**config.mk**
```make
export PLATFORM = sky130hd
export DESIGN_NAME = unique_key_value_table_top
export DESIGN_NICKNAME = d
export VERILOG_FILES = /design/src/sv/kvt_pkg.sv /design/src/sv/kvt_mem.sv /design/src/sv/kvt_engine.sv /design/src/sv/unique_key_value_table_top.sv
export SDC_FILE = /design/constraint.sdc
export NUM_CORES = 1
export LEC_CHECK = 0
export ABC_AREA = 0
export BUFFER_PORTS_ARGS = -buffer_cell sky130_fd_sc_hd__buf_4
export CORE_UTILIZATION = 66
export DETAILED_ROUTE_END_ITERATION = 8
export GPL_ROUTABILITY_DRIVEN = 1
export GPL_TIMING_DRIVEN = 0
export PLACE_DENSITY = 0.9
export SYNTH_ARGS = -nofsm -noshare
export SYNTH_HDL_FRONTEND = slang
export SYNTH_HIERARCHICAL = 1
export SYNTH_SLANG_ARGS = --single-unit
```
**constraint.sdc**
```tcl
create_clock -name i_clk -period 19.75 [get_ports i_clk]
set_input_delay 1.975 -clock i_clk [delete_from_list [all_inputs] [get_ports i_clk]]
set_output_delay 1.975 -clock i_clk [all_outputs]
set_load 0.02 [all_outputs]
```
**src/sv/kvt_pkg.sv**
```systemverilog
package kvt_pkg;

    localparam int DEFAULT_CAPACITY = 16;
    localparam int KEY_W            = 32;
    localparam int VALUE_W          = 32;
    localparam int CMD_W            = 2;
    localparam int STATUS_W         = 3;
    localparam int COUNT_OUT_W      = 5;
    localparam int ENTRY_W          = KEY_W + VALUE_W;

    typedef enum logic [CMD_W-1:0] {
        CMD_INSERT = 2'd0,
        CMD_REMOVE = 2'd1,
        CMD_QUERY  = 2'd2,
        CMD_LIST   = 2'd3
    } t_cmd;

    typedef enum logic [STATUS_W-1:0] {
        STAT_OK      = 3'd0,
        STAT_DUP     = 3'd1,
        STAT_FULL    = 3'd2,
        STAT_MISSING = 3'd3,
        STAT_EMPTY   = 3'd4
    } t_status;

    // one result as it leaves the engine
    typedef struct packed {
        logic [COUNT_OUT_W-1:0] entry_count;
        logic                   last;
        logic [VALUE_W-1:0]     entry_value;
        logic [KEY_W-1:0]       entry_key;
        logic                   found;
        t_status                status;
    } t_result;

endpackage

```
**src/sv/kvt_mem.sv**
```systemverilog
module kvt_mem #(
    parameter int DEPTH = 16,
    parameter int AW    = 4,
    parameter int DW    = 64
) (
    input  logic          i_clk,
    input  logic          i_we,
    input  logic [AW-1:0] i_waddr,
    input  logic [DW-1:0] i_wdata,
    input  logic          i_re,
    input  logic [AW-1:0] i_raddr,
    output logic [DW-1:0] o_rdata
);

    logic [DW-1:0] mem [DEPTH];
    logic [DW-1:0] r_rdata;

    always_ff @(posedge i_clk) begin
        if (i_we) begin
            mem[i_waddr] <= i_wdata;
        end
        // read data holds while i_re is low
        if (i_re) begin
            r_rdata <= mem[i_raddr];
        end
    end

    assign o_rdata = r_rdata;

endmodule

```
**src/sv/kvt_engine.sv**
```systemverilog
module kvt_engine #(
    parameter int CAPACITY = 16,
    parameter int AW       = 4,
    parameter int CW       = 5
) (
    input  logic                        i_clk,
    input  logic                        i_rst_n,
    input  logic                        i_req_vld,
    output logic                        o_req_rdy,
    input  kvt_pkg::t_cmd               i_cmd,
    input  logic [kvt_pkg::KEY_W-1:0]   i_key,
    input  logic [kvt_pkg::VALUE_W-1:0] i_value,
    output logic                        o_mem_we,
    output logic [AW-1:0]               o_mem_waddr,
    output logic [kvt_pkg::ENTRY_W-1:0] o_mem_wdata,
    output logic                        o_mem_re,
    output logic [AW-1:0]               o_mem_raddr,
    input  logic [kvt_pkg::ENTRY_W-1:0] i_mem_rdata,
    output logic                        o_res_vld,
    output kvt_pkg::t_result            o_res,
    input  logic                        i_res_rdy
);

    import kvt_pkg::*;

    typedef enum logic [2:0] {
        ST_IDLE,
        ST_SCAN,
        ST_TAIL,
        ST_RESULT,
        ST_LIST
    } t_state;

    t_state               r_state, n_state;
    t_cmd                 r_cmd, n_cmd;
    logic [KEY_W-1:0]     r_key, n_key;
    logic [VALUE_W-1:0]   r_value, n_value;
    logic [AW-1:0]        r_idx, n_idx;
    logic [AW-1:0]        r_pos, n_pos;
    logic                 r_hit, n_hit;
    logic [CW-1:0]        r_count, n_count;

    logic [CW-1:0]        w_cnt_after;
    logic [CW-1:0]        w_cnt_m1;
    logic [AW-1:0]        w_last_idx;
    logic [AW-1:0]        w_idx_p1;
    logic [KEY_W-1:0]     w_rd_key;
    logic [VALUE_W-1:0]   w_rd_value;
    logic [CW+COUNT_OUT_W-1:0] w_cnt_ext;
    logic                 w_accept;

    assign w_cnt_m1   = r_count - CW'(1);
    assign w_last_idx = w_cnt_m1[AW-1:0];
    assign w_idx_p1   = r_idx + AW'(1);
    assign w_rd_key   = i_mem_rdata[KEY_W-1:0];
    assign w_rd_value = i_mem_rdata[ENTRY_W-1:KEY_W];
    assign w_cnt_ext  = {{COUNT_OUT_W{1'b0}}, w_cnt_after};
    assign o_req_rdy  = (r_state == ST_IDLE);
    assign w_accept   = i_req_vld && o_req_rdy;

    // entry count once the pending request completes
    always_comb begin
        w_cnt_after = r_count;
        if (r_state == ST_RESULT) begin
            if (r_cmd == CMD_INSERT && !r_hit && r_count != CW'(CAPACITY)) begin
                w_cnt_after = r_count + CW'(1);
            end else if (r_cmd == CMD_REMOVE && r_hit) begin
                w_cnt_after = w_cnt_m1;
            end
        end
    end

    always_comb begin
        n_state     = r_state;
        n_cmd       = r_cmd;
        n_key       = r_key;
        n_value     = r_value;
        n_idx       = r_idx;
        n_pos       = r_pos;
        n_hit       = r_hit;
        n_count     = r_count;
        o_mem_re    = 1'b0;
        o_mem_raddr = r_idx;
        o_mem_we    = 1'b0;
        o_mem_waddr = r_pos;
        o_mem_wdata = {r_value, r_key};
        o_res_vld   = 1'b0;
        o_res       = '0;
        o_res.last  = 1'b1;

        unique case (r_state)
            ST_IDLE: begin
                // slot 0 is always prefetched so a scan or listing starts at once
                o_mem_re    = 1'b1;
                o_mem_raddr = '0;
                if (w_accept) begin
                    n_cmd   = i_cmd;
                    n_key   = i_key;
                    n_value = i_value;
                    n_idx   = '0;
                    n_hit   = 1'b0;
                    if (r_count == '0) begin
                        n_state = ST_RESULT;
                    end else if (i_cmd == CMD_LIST) begin
                        n_state = ST_LIST;
                    end else begin
                        n_state = ST_SCAN;
                    end
                end
            end
            ST_SCAN: begin
                o_mem_re    = 1'b1;
                o_mem_raddr = w_idx_p1;
                if (w_rd_key == r_key) begin
                    n_hit   = 1'b1;
                    n_pos   = r_idx;
                    n_state = (r_cmd == CMD_REMOVE) ? ST_TAIL : ST_RESULT;
                end else if (r_idx == w_last_idx) begin
                    n_state = ST_RESULT;
                end else begin
                    n_idx = w_idx_p1;
                end
            end
            ST_TAIL: begin
                // fetch the last entry; it fills the hole left by the removal
                o_mem_re    = 1'b1;
                o_mem_raddr = w_last_idx;
                n_state     = ST_RESULT;
            end
            ST_RESULT: begin
                o_res_vld = 1'b1;
                unique case (r_cmd)
                    CMD_INSERT: begin
                        if (r_hit) begin
                            o_res.status = STAT_DUP;
                            o_res.found  = 1'b1;
                        end else if (r_count == CW'(CAPACITY)) begin
                            o_res.status = STAT_FULL;
                        end else begin
                            o_res.status = STAT_OK;
                            o_mem_we     = i_res_rdy;
                            o_mem_waddr  = r_count[AW-1:0];
                        end
                    end
                    CMD_REMOVE: begin
                        if (r_hit) begin
                            o_res.status = STAT_OK;
                            o_res.found  = 1'b1;
                            o_mem_we     = i_res_rdy;
                            o_mem_waddr  = r_pos;
                            o_mem_wdata  = i_mem_rdata;
                        end else begin
                            o_res.status = STAT_MISSING;
                        end
                    end
                    CMD_QUERY: begin
                        o_res.status = r_hit ? STAT_OK : STAT_MISSING;
                        o_res.found  = r_hit;
                    end
                    CMD_LIST: begin
                        // only reached here when the table is empty
                        o_res.status = STAT_EMPTY;
                    end
                    default: begin
                        o_res.status = STAT_MISSING;
                    end
                endcase
                o_res.entry_count = w_cnt_ext[COUNT_OUT_W-1:0];
                if (i_res_rdy) begin
                    n_count = w_cnt_after;
                    n_state = ST_IDLE;
                end
            end
            ST_LIST: begin
                o_res_vld         = 1'b1;
                o_res.status      = STAT_OK;
                o_res.entry_key   = w_rd_key;
                o_res.entry_value = w_rd_value;
                o_res.last        = (r_idx == w_last_idx);
                o_res.entry_count = w_cnt_ext[COUNT_OUT_W-1:0];
                if (i_res_rdy) begin
                    o_mem_re    = 1'b1;
                    o_mem_raddr = w_idx_p1;
                    n_idx       = w_idx_p1;
                    if (r_idx == w_last_idx) begin
                        n_state = ST_IDLE;
                    end
                end
            end
            default: begin
                n_state = ST_IDLE;
            end
        endcase
    end

    always_ff @(posedge i_clk) begin
        if (!i_rst_n) begin
            r_state <= ST_IDLE;
            r_count <= '0;
        end else begin
            r_state <= n_state;
            r_count <= n_count;
        end
        r_cmd   <= n_cmd;
        r_key   <= n_key;
        r_value <= n_value;
        r_idx   <= n_idx;
        r_pos   <= n_pos;
        r_hit   <= n_hit;
    end

    a_count_range: assert property (@(posedge i_clk) disable iff (!i_rst_n)
        r_count <= CW'(CAPACITY))
        else $error("entry count above capacity");

    a_write_in_result: assert property (@(posedge i_clk) disable iff (!i_rst_n)
        o_mem_we |-> (r_state == ST_RESULT && i_res_rdy))
        else $error("table write outside result delivery");

    a_scan_nonempty: assert property (@(posedge i_clk) disable iff (!i_rst_n)
        (r_state == ST_SCAN || r_state == ST_LIST) |-> (r_count != '0))
        else $error("scan of an empty table");

    a_list_ends: assert property (@(posedge i_clk) disable iff (!i_rst_n)
        (r_state == ST_LIST && i_res_rdy && r_idx == w_last_idx) |=> (r_state == ST_IDLE))
        else $error("listing did not stop at the last entry");

endmodule

```
**src/sv/unique_key_value_table_top.sv**
```systemverilog
// Channel   Dir  Handshake               Payload
// s_axis    in   s_axis_tvalid/tready    tuser: command; tdata: key, value
// m_axis    out  m_axis_tvalid/tready    tdata: status, found, entry_key, entry_value,
//                                        entry_count; tlast: last
//
// Requests are handled one at a time. Insert, remove and query accept the request,
//   compare the stored slots in turn until a match through the single read port, fetch
//   the tail entry on a remove, and deliver the result. A listing delivers one entry per
//   cycle while m_axis is not stalled.
// Reset: i_rst_n synchronous, active low; empties the table. No clearing pass.
// Stalls: a result register sits on m_axis, so the next request can be taken while
//   the previous result is still waiting; a listing pauses while m_axis is stalled.
module unique_key_value_table_top #(
    parameter int CAPACITY = kvt_pkg::DEFAULT_CAPACITY
) (
    input  logic        i_clk,
    input  logic        i_rst_n,
    input  logic        s_axis_tvalid,
    output logic        s_axis_tready,
    input  logic [1:0]  s_axis_tuser,   // [1:0] command
    input  logic [63:0] s_axis_tdata,   // [31:0] key, [63:32] value
    output logic        m_axis_tvalid,
    input  logic        m_axis_tready,
    output logic [79:0] m_axis_tdata,   // [2:0] status, [3] found, [35:4] entry_key,
                                        // [67:36] entry_value, [72:68] entry_count, rest 0
    output logic        m_axis_tlast    // last
);

    import kvt_pkg::*;

    // address width of the entry memory, count width able to hold CAPACITY itself
    localparam int AW = (CAPACITY > 1) ? $clog2(CAPACITY) : 1;
    localparam int CW = $clog2(CAPACITY + 1);

    logic               w_mem_we;
    logic [AW-1:0]      w_mem_waddr;
    logic [ENTRY_W-1:0] w_mem_wdata;
    logic               w_mem_re;
    logic [AW-1:0]      w_mem_raddr;
    logic [ENTRY_W-1:0] w_mem_rdata;

    logic               w_res_vld;
    logic               w_res_rdy;
    t_result            w_res;

    logic               r_out_vld;
    t_result            r_out;

    kvt_mem #(
        .DEPTH (CAPACITY),
        .AW    (AW),
        .DW    (ENTRY_W)
    ) u_mem (
        .i_clk   (i_clk),
        .i_we    (w_mem_we),
        .i_waddr (w_mem_waddr),
        .i_wdata (w_mem_wdata),
        .i_re    (w_mem_re),
        .i_raddr (w_mem_raddr),
        .o_rdata (w_mem_rdata)
    );

    kvt_engine #(
        .CAPACITY (CAPACITY),
        .AW       (AW),
        .CW       (CW)
    ) u_engine (
        .i_clk       (i_clk),
        .i_rst_n     (i_rst_n),
        .i_req_vld   (s_axis_tvalid),
        .o_req_rdy   (s_axis_tready),
        .i_cmd       (t_cmd'(s_axis_tuser)),
        .i_key       (s_axis_tdata[KEY_W-1:0]),
        .i_value     (s_axis_tdata[ENTRY_W-1:KEY_W]),
        .o_mem_we    (w_mem_we),
        .o_mem_waddr (w_mem_waddr),
        .o_mem_wdata (w_mem_wdata),
        .o_mem_re    (w_mem_re),
        .o_mem_raddr (w_mem_raddr),
        .i_mem_rdata (w_mem_rdata),
        .o_res_vld   (w_res_vld),
        .o_res       (w_res),
        .i_res_rdy   (w_res_rdy)
    );

    // output register: free when empty or being drained this cycle
    assign w_res_rdy = !r_out_vld || m_axis_tready;

    always_ff @(posedge i_clk) begin
        if (!i_rst_n) begin
            r_out_vld <= 1'b0;
        end else if (w_res_rdy) begin
            r_out_vld <= w_res_vld;
        end
        if (w_res_vld && w_res_rdy) begin
            r_out <= w_res;
        end
    end

    assign m_axis_tvalid = r_out_vld;
    assign m_axis_tlast  = r_out.last;
    assign m_axis_tdata  = {7'd0, r_out.entry_count, r_out.entry_value, r_out.entry_key,
                            r_out.found, r_out.status};

endmodule

```
Word level (Yosys, flattened, before mapping)
Memory sizes are Yosys's and may differ from the RTL's. A register that Yosys moved wholly into a read port is not among the register bits.
Index checks and enable logic that the tools add are counted.
{"block": "classes", "n_eq_ne": 20, "addsub": 3, "n_reduce_logical": 23, "n_mux": 45}
{"op": "2-to-1 mux 64 bit", "count": 3}
{"op": "equality test 32 bit", "count": 1}
{"op": "2-to-1 mux 4 bit", "count": 8}
{"op": "2-to-1 mux 3 bit", "count": 9}
{"op": "one-hot mux 4 bit (4 select lines)", "count": 1}
{"op": "2-to-1 mux 5 bit", "count": 3}
{"op": "one-hot mux 3 bit (5 select lines)", "count": 1}
{"op": "2-to-1 mux 1 bit", "count": 12}
{"op": "one-hot mux 4 bit (3 select lines)", "count": 1}
{"op": "one-hot mux 3 bit (3 select lines)", "count": 1}
{"op": "inequality test 2 x 1 -> 1 bit, second input constant", "count": 4}
{"op": "one-hot mux 1 bit (2 select lines)", "count": 4}
{"op": "equality test 2 bit, second input constant", "count": 3}
{"op": "equality test 3 x 2 -> 1 bit, second input constant", "count": 2}
{"op": "inequality test 2 bit, second input constant", "count": 3}
{"op": "AND reduction 2 bit", "count": 3}
{"op": "OR reduction 2 bit", "count": 3}
{"op": "adder 5 x 1 -> 5 bit, second input constant", "count": 1}
{"op": "equality test 5 bit, second input constant", "count": 1}
{"op": "logical AND 1 bit", "count": 5}
{"op": "zero test 5 bit", "count": 1}
{"op": "inequality test 5 bit, second input constant", "count": 1}
{"op": "AND reduction 5 bit", "count": 1}
{"op": "subtractor 5 x 1 -> 5 bit, second input constant", "count": 1}
{"op": "other kinds (16)", "count": 18}
{"block": "totals", "reg_bits": 158, "mem_bits_rw": 1024, "mem_count": 1, "out_inout_bits": 83, "wordCells": 107}
{"name": "u_mem.mem", "words": 16, "word_bits": 64, "read_ports": 1, "rd_clocked_by_memory_dff": 1, "write_ports": 1, "line_no": "kvt_mem.sv:15", "text": "logic [DW-1:0] mem [DEPTH];"}

Depth between registers and ports, before layout
{"block": "logic_depth", "word_depth": 8, "ltp_mapped": 12}

By module
Netlist, hierarchy kept.
{"module": "kvt_mem", "instances": 1, "cells_per_inst": 1647, "area_per_inst_um2": 40222.3, "seq_area_each_um2": 32671.3}
{"module": "kvt_engine", "instances": 1, "cells_per_inst": 446, "area_per_inst_um2": 5018.6, "seq_area_each_um2": 2412.3}
{"module": "unique_key_value_table_top", "instances": 1, "cells_per_inst": 87, "area_per_inst_um2": 2336.0, "seq_area_each_um2": 2242.2}

Worst setup path before layout
OpenSTA, ideal clock, no wires.
{"block": "synth_path", "path_type": "input-to-reg", "from": "in m_axis_tready", "to": "mem u_mem.mem[0][0], enable pin", "t_required_ns": 19.185, "cell_stages": 6, "setup_time_ns": 0.565, "path_buffers": 1, "path_slack_ns": 11.660, "t_arrival_ns": 7.526, "cell_sequence": "nand2b_4 > clkbuf_1 > o21ai_0 > inv_1 > or3b_2 > nor3_1"}
{"block": "synth_via", "elab_chain_cells": 7, "elab_cells_between_ends": 8, "classes_between": "mux: 7; reduce/logical: 1"}
{"element": "from (decl)", "line_no": "unique_key_value_table_top.sv:23", "text": "input logic m_axis_tready,"}
{"element": "logical OR 1 bit (*)", "line_no": "unique_key_value_table_top.sv:87", "text": "assign w_res_rdy = !r_out_vld || m_axis_tready;"}
{"element": "2-to-1 mux 1 bit", "line_no": "kvt_engine.sv:137", "text": "end else if (r_count == CW'(CAPACITY)) begin"}
{"element": "2-to-1 mux 1 bit", "line_no": "kvt_engine.sv:134", "text": "if (r_hit) begin"}
{"element": "one-hot mux 1 bit (2 select lines) (*)", "line_no": "kvt_engine.sv:132", "text": "unique case (r_cmd)"}
{"element": "2-to-1 mux 1 bit (*)", "line_no": "kvt_engine.sv:91", "text": "unique case (r_state)"}
{"element": "net w_mem_we", "line_no": "unique_key_value_table_top.sv:35", "text": "logic w_mem_we;"}
{"element": "2-to-1 mux 1 bit (*)", "line_no": "kvt_mem.sv:19", "text": "if (i_we) begin"}
{"element": "2-to-1 mux 1 bit (implied by the code) (*)", "line_no": "kvt_mem.sv:20", "text": "mem[i_waddr] <= i_wdata;"}
{"element": "to (decl)", "line_no": "kvt_mem.sv:15"}
The timed path passes the listed nets; every way through them passes the cells marked *.

Worst setup path in the final report
{"block": "layout_path", "from": "in m_axis_tready", "to": "reg u_mem.r_rdata[15], in the netlist u_mem/o_rdata[15], read port of u_mem.mem (data pin)"}
{"block": "layout_via", "elab_chain_cells": 3, "elab_cells_between_ends": 5, "classes_between": "mux: 4; reduce/logical: 1"}
{"element": "logical OR 1 bit", "line_no": "unique_key_value_table_top.sv:87"}
{"element": "net w_res_rdy", "line_no": "unique_key_value_table_top.sv:43", "text": "logic w_res_rdy;"}
{"element": "2-to-1 mux 4 bit"}
{"element": "one-hot mux 4 bit (4 select lines)", "line_no": "kvt_engine.sv:91"}
{"element": "net w_mem_raddr[1]", "line_no": "unique_key_value_table_top.sv:39", "text": "logic [AW-1:0] w_mem_raddr;"}
{"element": "to (decl)", "line_no": "kvt_mem.sv:16", "text": "logic [DW-1:0] r_rdata;"}
The timed path passes the listed nets, and every way through them passes these cells.
A chain may end at the register's enable or synchronous reset.

==> summary.md <==
| Metric | Value |
|---|---|
| Pre-CTS WS | ~14000 ps |
| Placer Congestion | around 0.89 |
| Via count | 27100 |
| Share of layout cells above drive strength 1 | between 20 and 30% |
| Critical path type | in2reg |
| Synth Register Bits | ~1200 |
| Avg WL per Cell | approximately 39 µm |
| Final min period | around 5600 ps |
| Crit path largest cell delay | approximately 900 ps |
| GRT overflow | 0 |
| Leak | 17.9 nW |
| Fmax | around 0.18 GHz |
| Ports | ~150 |
| Critical path endpoint category | flop |
| Clock latency on the worst-skew pair | about 700 ps |
| Worst EP required | just over 20000 ps |
| RSZ-0062 raised after global routing | no |
| Total internal power | roughly 0.0048 W |
| Maximum VDD drop | ~0.00009 V |
| Nets | 2594 |
| Fillers | around 3200 |
| Clk_skew | about 33 ps |
| Die Height | ~270 µm |
| Reg clk slew, reported paths | around 60 ps |
| Postcts setup bufs | 0 |
| Net Sw Frac | between 20 and 30% |
| # rows | 98 |
| CTS hold repair buffers | 0 |
| CP max stage cell | buf_1 |
| Sequential Power Share | 47.9% |
| Initial antenna violation count | 3 |
| Worst Hold Class | reg2reg |
| First-pass GRT wire length | 198000 µm |
| Hold path start | m_axis_tvalid$_SDFFE_PN0P_ |
| Async SR Flop Fraction | 0% |
| CTS buffer count | 115 |
| Post-Syn Area | about 0.048 mm² |
| Net Sw Power | roughly 0.0018 W |
| Main flop type after synthesis | edfxtp_1 |
| Vias per std cell | between 7 and 8 |
| Largest net degree at the start of global routing | 75 |
| Final WS setup | ~14000 ps |
| Root buffer cell | clkbuf_16 |
| Max Slew Vio Count | 11 |
| Worst rel slew slack | -1.75% |
| Final Power | 0.00660 W |
| Core area | about 0.071 mm² |
| Final Hold Viols | 0 |
| Crit path max fanout | 10 |
| Final HPWL DP | between 70000 and 80000 µm |
| Starting Density | 66.7% |
| CP arrival | a little over 6000 ps |
| Vias in the first global route | around 27000 |
| CP Launch Type | input port |
| Setup violators final | 0 |
| Detailed Route WL | about 140000 µm |
| Resize count post-CTS | 0 |
| CTS tree | done |
| Post-DP Area | 0.0512 mm² |
| Synth cell types | 58 |
| Layout overhead on the synthesized area | 15.6% |
| Yosys Warn Count | 6 |
| GR Util All Layers | about two fifths |
| Aggregate negative setup slack | 0 ps |
| H-tree depth | 3 |
| Worst slew pin tran | approximately 1500 ps |
| ANT nets after route | 0 |
| Clock Sinks | 1246 |
| Avg Inst Size Synth | 21.8 µm² |
| Crit path cell chain | buf_4 -> nand2b_4 -> clkbuf_1 -> a21oi_1 -> o21ai_0 -> o22a_1 -> buf_2 -> buf_1 -> mux4_2 -> a22oi_1 -> nand2_1 |
| Design Area, Final | 0.0550 mm² |
| I/O Buffers | approximately 150 |
| Worst r2r src | u_engine/r_state[2]$_SDFFE_PN0P_ |
| MaxCap Viol Count | 1 |
| Logic gate share of total power | 17.5% |
| Crit path launch | m_axis_tready |
| Cell Pwr Density | 120 mW/mm² |
| Cells after Synth | approximately 2200 |
| Chip Width | between 200 and 300 µm |
| Drt pass-1 iters | 9 |
| Post-synth EDFFs | 1237 |
| Failing checks | max-capacitance violations, max-slew violations |
| Full die area | between 0.07 and 0.08 mm² |
| Register area share after synthesis | just under 80% |
| Crit share post-route | between 20 and 30% |
| DRC Markers | 0 |
| Clock Tree Buf Depth | 3 |
| Power share of the clock group | between 30% and 40% |
| Iter 0 DRT Violations | ~5300 |
| Outcome | complete, but fails checks |
power by group through the flow:
stage	combinational (W)	sequential, W	clock, W
floorplan	0.000695	0.00317	0
global placement	0.000991	0.00320	0
global route	0.00118	0.00316	0.00237
finish	0.00116	0.00316	0.00228
detailed placement	0.00107	0.00320	0
CTS	0.00112	0.00315	0.00228
stage by stage:
step	utilization (%)	instances	hold WS (ps)
4_1_cts	77.1	3569	563
6_report	77.1	3572	564
3_3_place_gp	69.9	3281	525
3_5_place_dp	71.8	3350	547
5_1_grt	77.1	3569	583
2_1_floorplan	-	2186	496
cell type report:
type                    count  area, µm²  share of cell area (%)
multi-input cells         803       9700                    17.6
diodes                      3       7.51                  0.0136
plain buffers             124        647                    1.18
well taps                 950       1190                    2.16
inverters                  13       48.8                  0.0887
flip-flops and latches   1246      37300                    67.9
clock inverters            76        721                    1.31
repair buffers            214       2290                    4.17
clock buffers             143       3070                    5.58
worst paths after layout:
check                           endpoint  slack [ps]  cells past startpoint
max reg2reg  u_mem/o_rdata[15]$_DFFE_PP_       14230                      8
min reg2reg   m_axis_tvalid$_SDFFE_PN0P_         560                      2
max          u_mem/o_rdata[15]$_DFFE_PP_       14130                     11
min           m_axis_tvalid$_SDFFE_PN0P_         560                      2
kinds of logic (layout without fill, tap and decap cells):
| kind of cell | after synthesis | count (layout) | synth area share (%) |
|---|---|---|---|
| buffers and inverters | 137 | 570 | 1.46 |
| multiplexers | 322 | 322 | 13.7 |
| XOR/XNOR | 43 | 43 | 0.821 |
| AND/OR/NAND/NOR | 243 | 243 | 2.64 |
| other | 1 | 10 | 0.00788 |
| flip-flops | 1246 | 1246 | 78.5 |
| adder cells (fa/ha/maj) | 7 | 7 | 0.184 |
| AO/OA/AOI/OAI | 181 | 181 | 2.76 |
sequential cells by signal, indices dropped and copies added (netlist names):
signal and cells:
u_mem/mem 1024, m_axis_tdata 73, u_mem/o_rdata 64, u_engine/r_key 32, u_engine/r_value 32, u_engine/r_count 5
u_engine/r_idx 4, u_engine/r_pos 4, u_engine/r_state 3, u_engine/r_cmd 2, m_axis_tlast 1, m_axis_tvalid 1
u_engine/r_hit 1
metal layers:
metal / up-vias / track usage, % / share of wire, %
li1: 9783 / - / -
met1: 13400 / 49.6 / 31
met2: 3217 / 62.1 / 48
met3: 702 / 9.15 / 14
met4: 0 / 22.9 / 7.3
met5: - / 0 / 0
placed cells by master, fill, tap and decap left out, drive strengths merged, types with 39 or more instances in the layout:
cell type / netlist / final
a22oi: 129 / 129
nand2: 81 / 81
mux4: 256 / 256
and3: 64 / 64
mux2: 64 / 64
buf: 62 / 276
clkinv: 0 / 61
xnor2: 39 / 39
edfxtp: 1237 / 1237
clkbuf: 62 / 205
critical path, delay by kind of cell:
| kind | cells | cell delay (ps) |
|---|---|---|
| buf+inv | 4 | 1890 |
| compound gates | 4 | 1380 |
| mux | 1 | 450 |
| simple gates | 2 | 330 |
Yosys cell counts, drive strengths merged, types with 2 or more instances:
master / count / area share [%]
o22a: 4 / 0.074
xnor2: 39 / 0.72
o31ai: 2 / 0.032
mux2: 64 / 1.5
a21oi: 14 / 0.15
nor2b: 5 / 0.066
nand2: 81 / 0.64
nand4: 11 / 0.14
mux4: 256 / 12
and3: 64 / 0.84
edfxtp: 1237 / 78
o22ai: 3 / 0.039
and2: 6 / 0.084
and4: 2 / 0.037
nor3: 12 / 0.13
nand3: 6 / 0.063
clkbuf: 62 / 0.49
a31oi: 3 / 0.039
o311ai: 2 / 0.037
nor2: 34 / 0.27
and3b: 2 / 0.037
nor3b: 2 / 0.032
mux2i: 2 / 0.042
nor4: 2 / 0.026
buf: 62 / 0.87
dfxtp: 9 / 0.38
ha: 7 / 0.18
inv: 13 / 0.10
nand2b: 7 / 0.11
a2bb2oi: 2 / 0.037
a22oi: 129 / 2.0
or3b: 3 / 0.060
xor2: 3 / 0.055
o21ai: 13 / 0.14
nand3b: 4 / 0.063
Note: power is estimated with default switching activity, not from simulation.
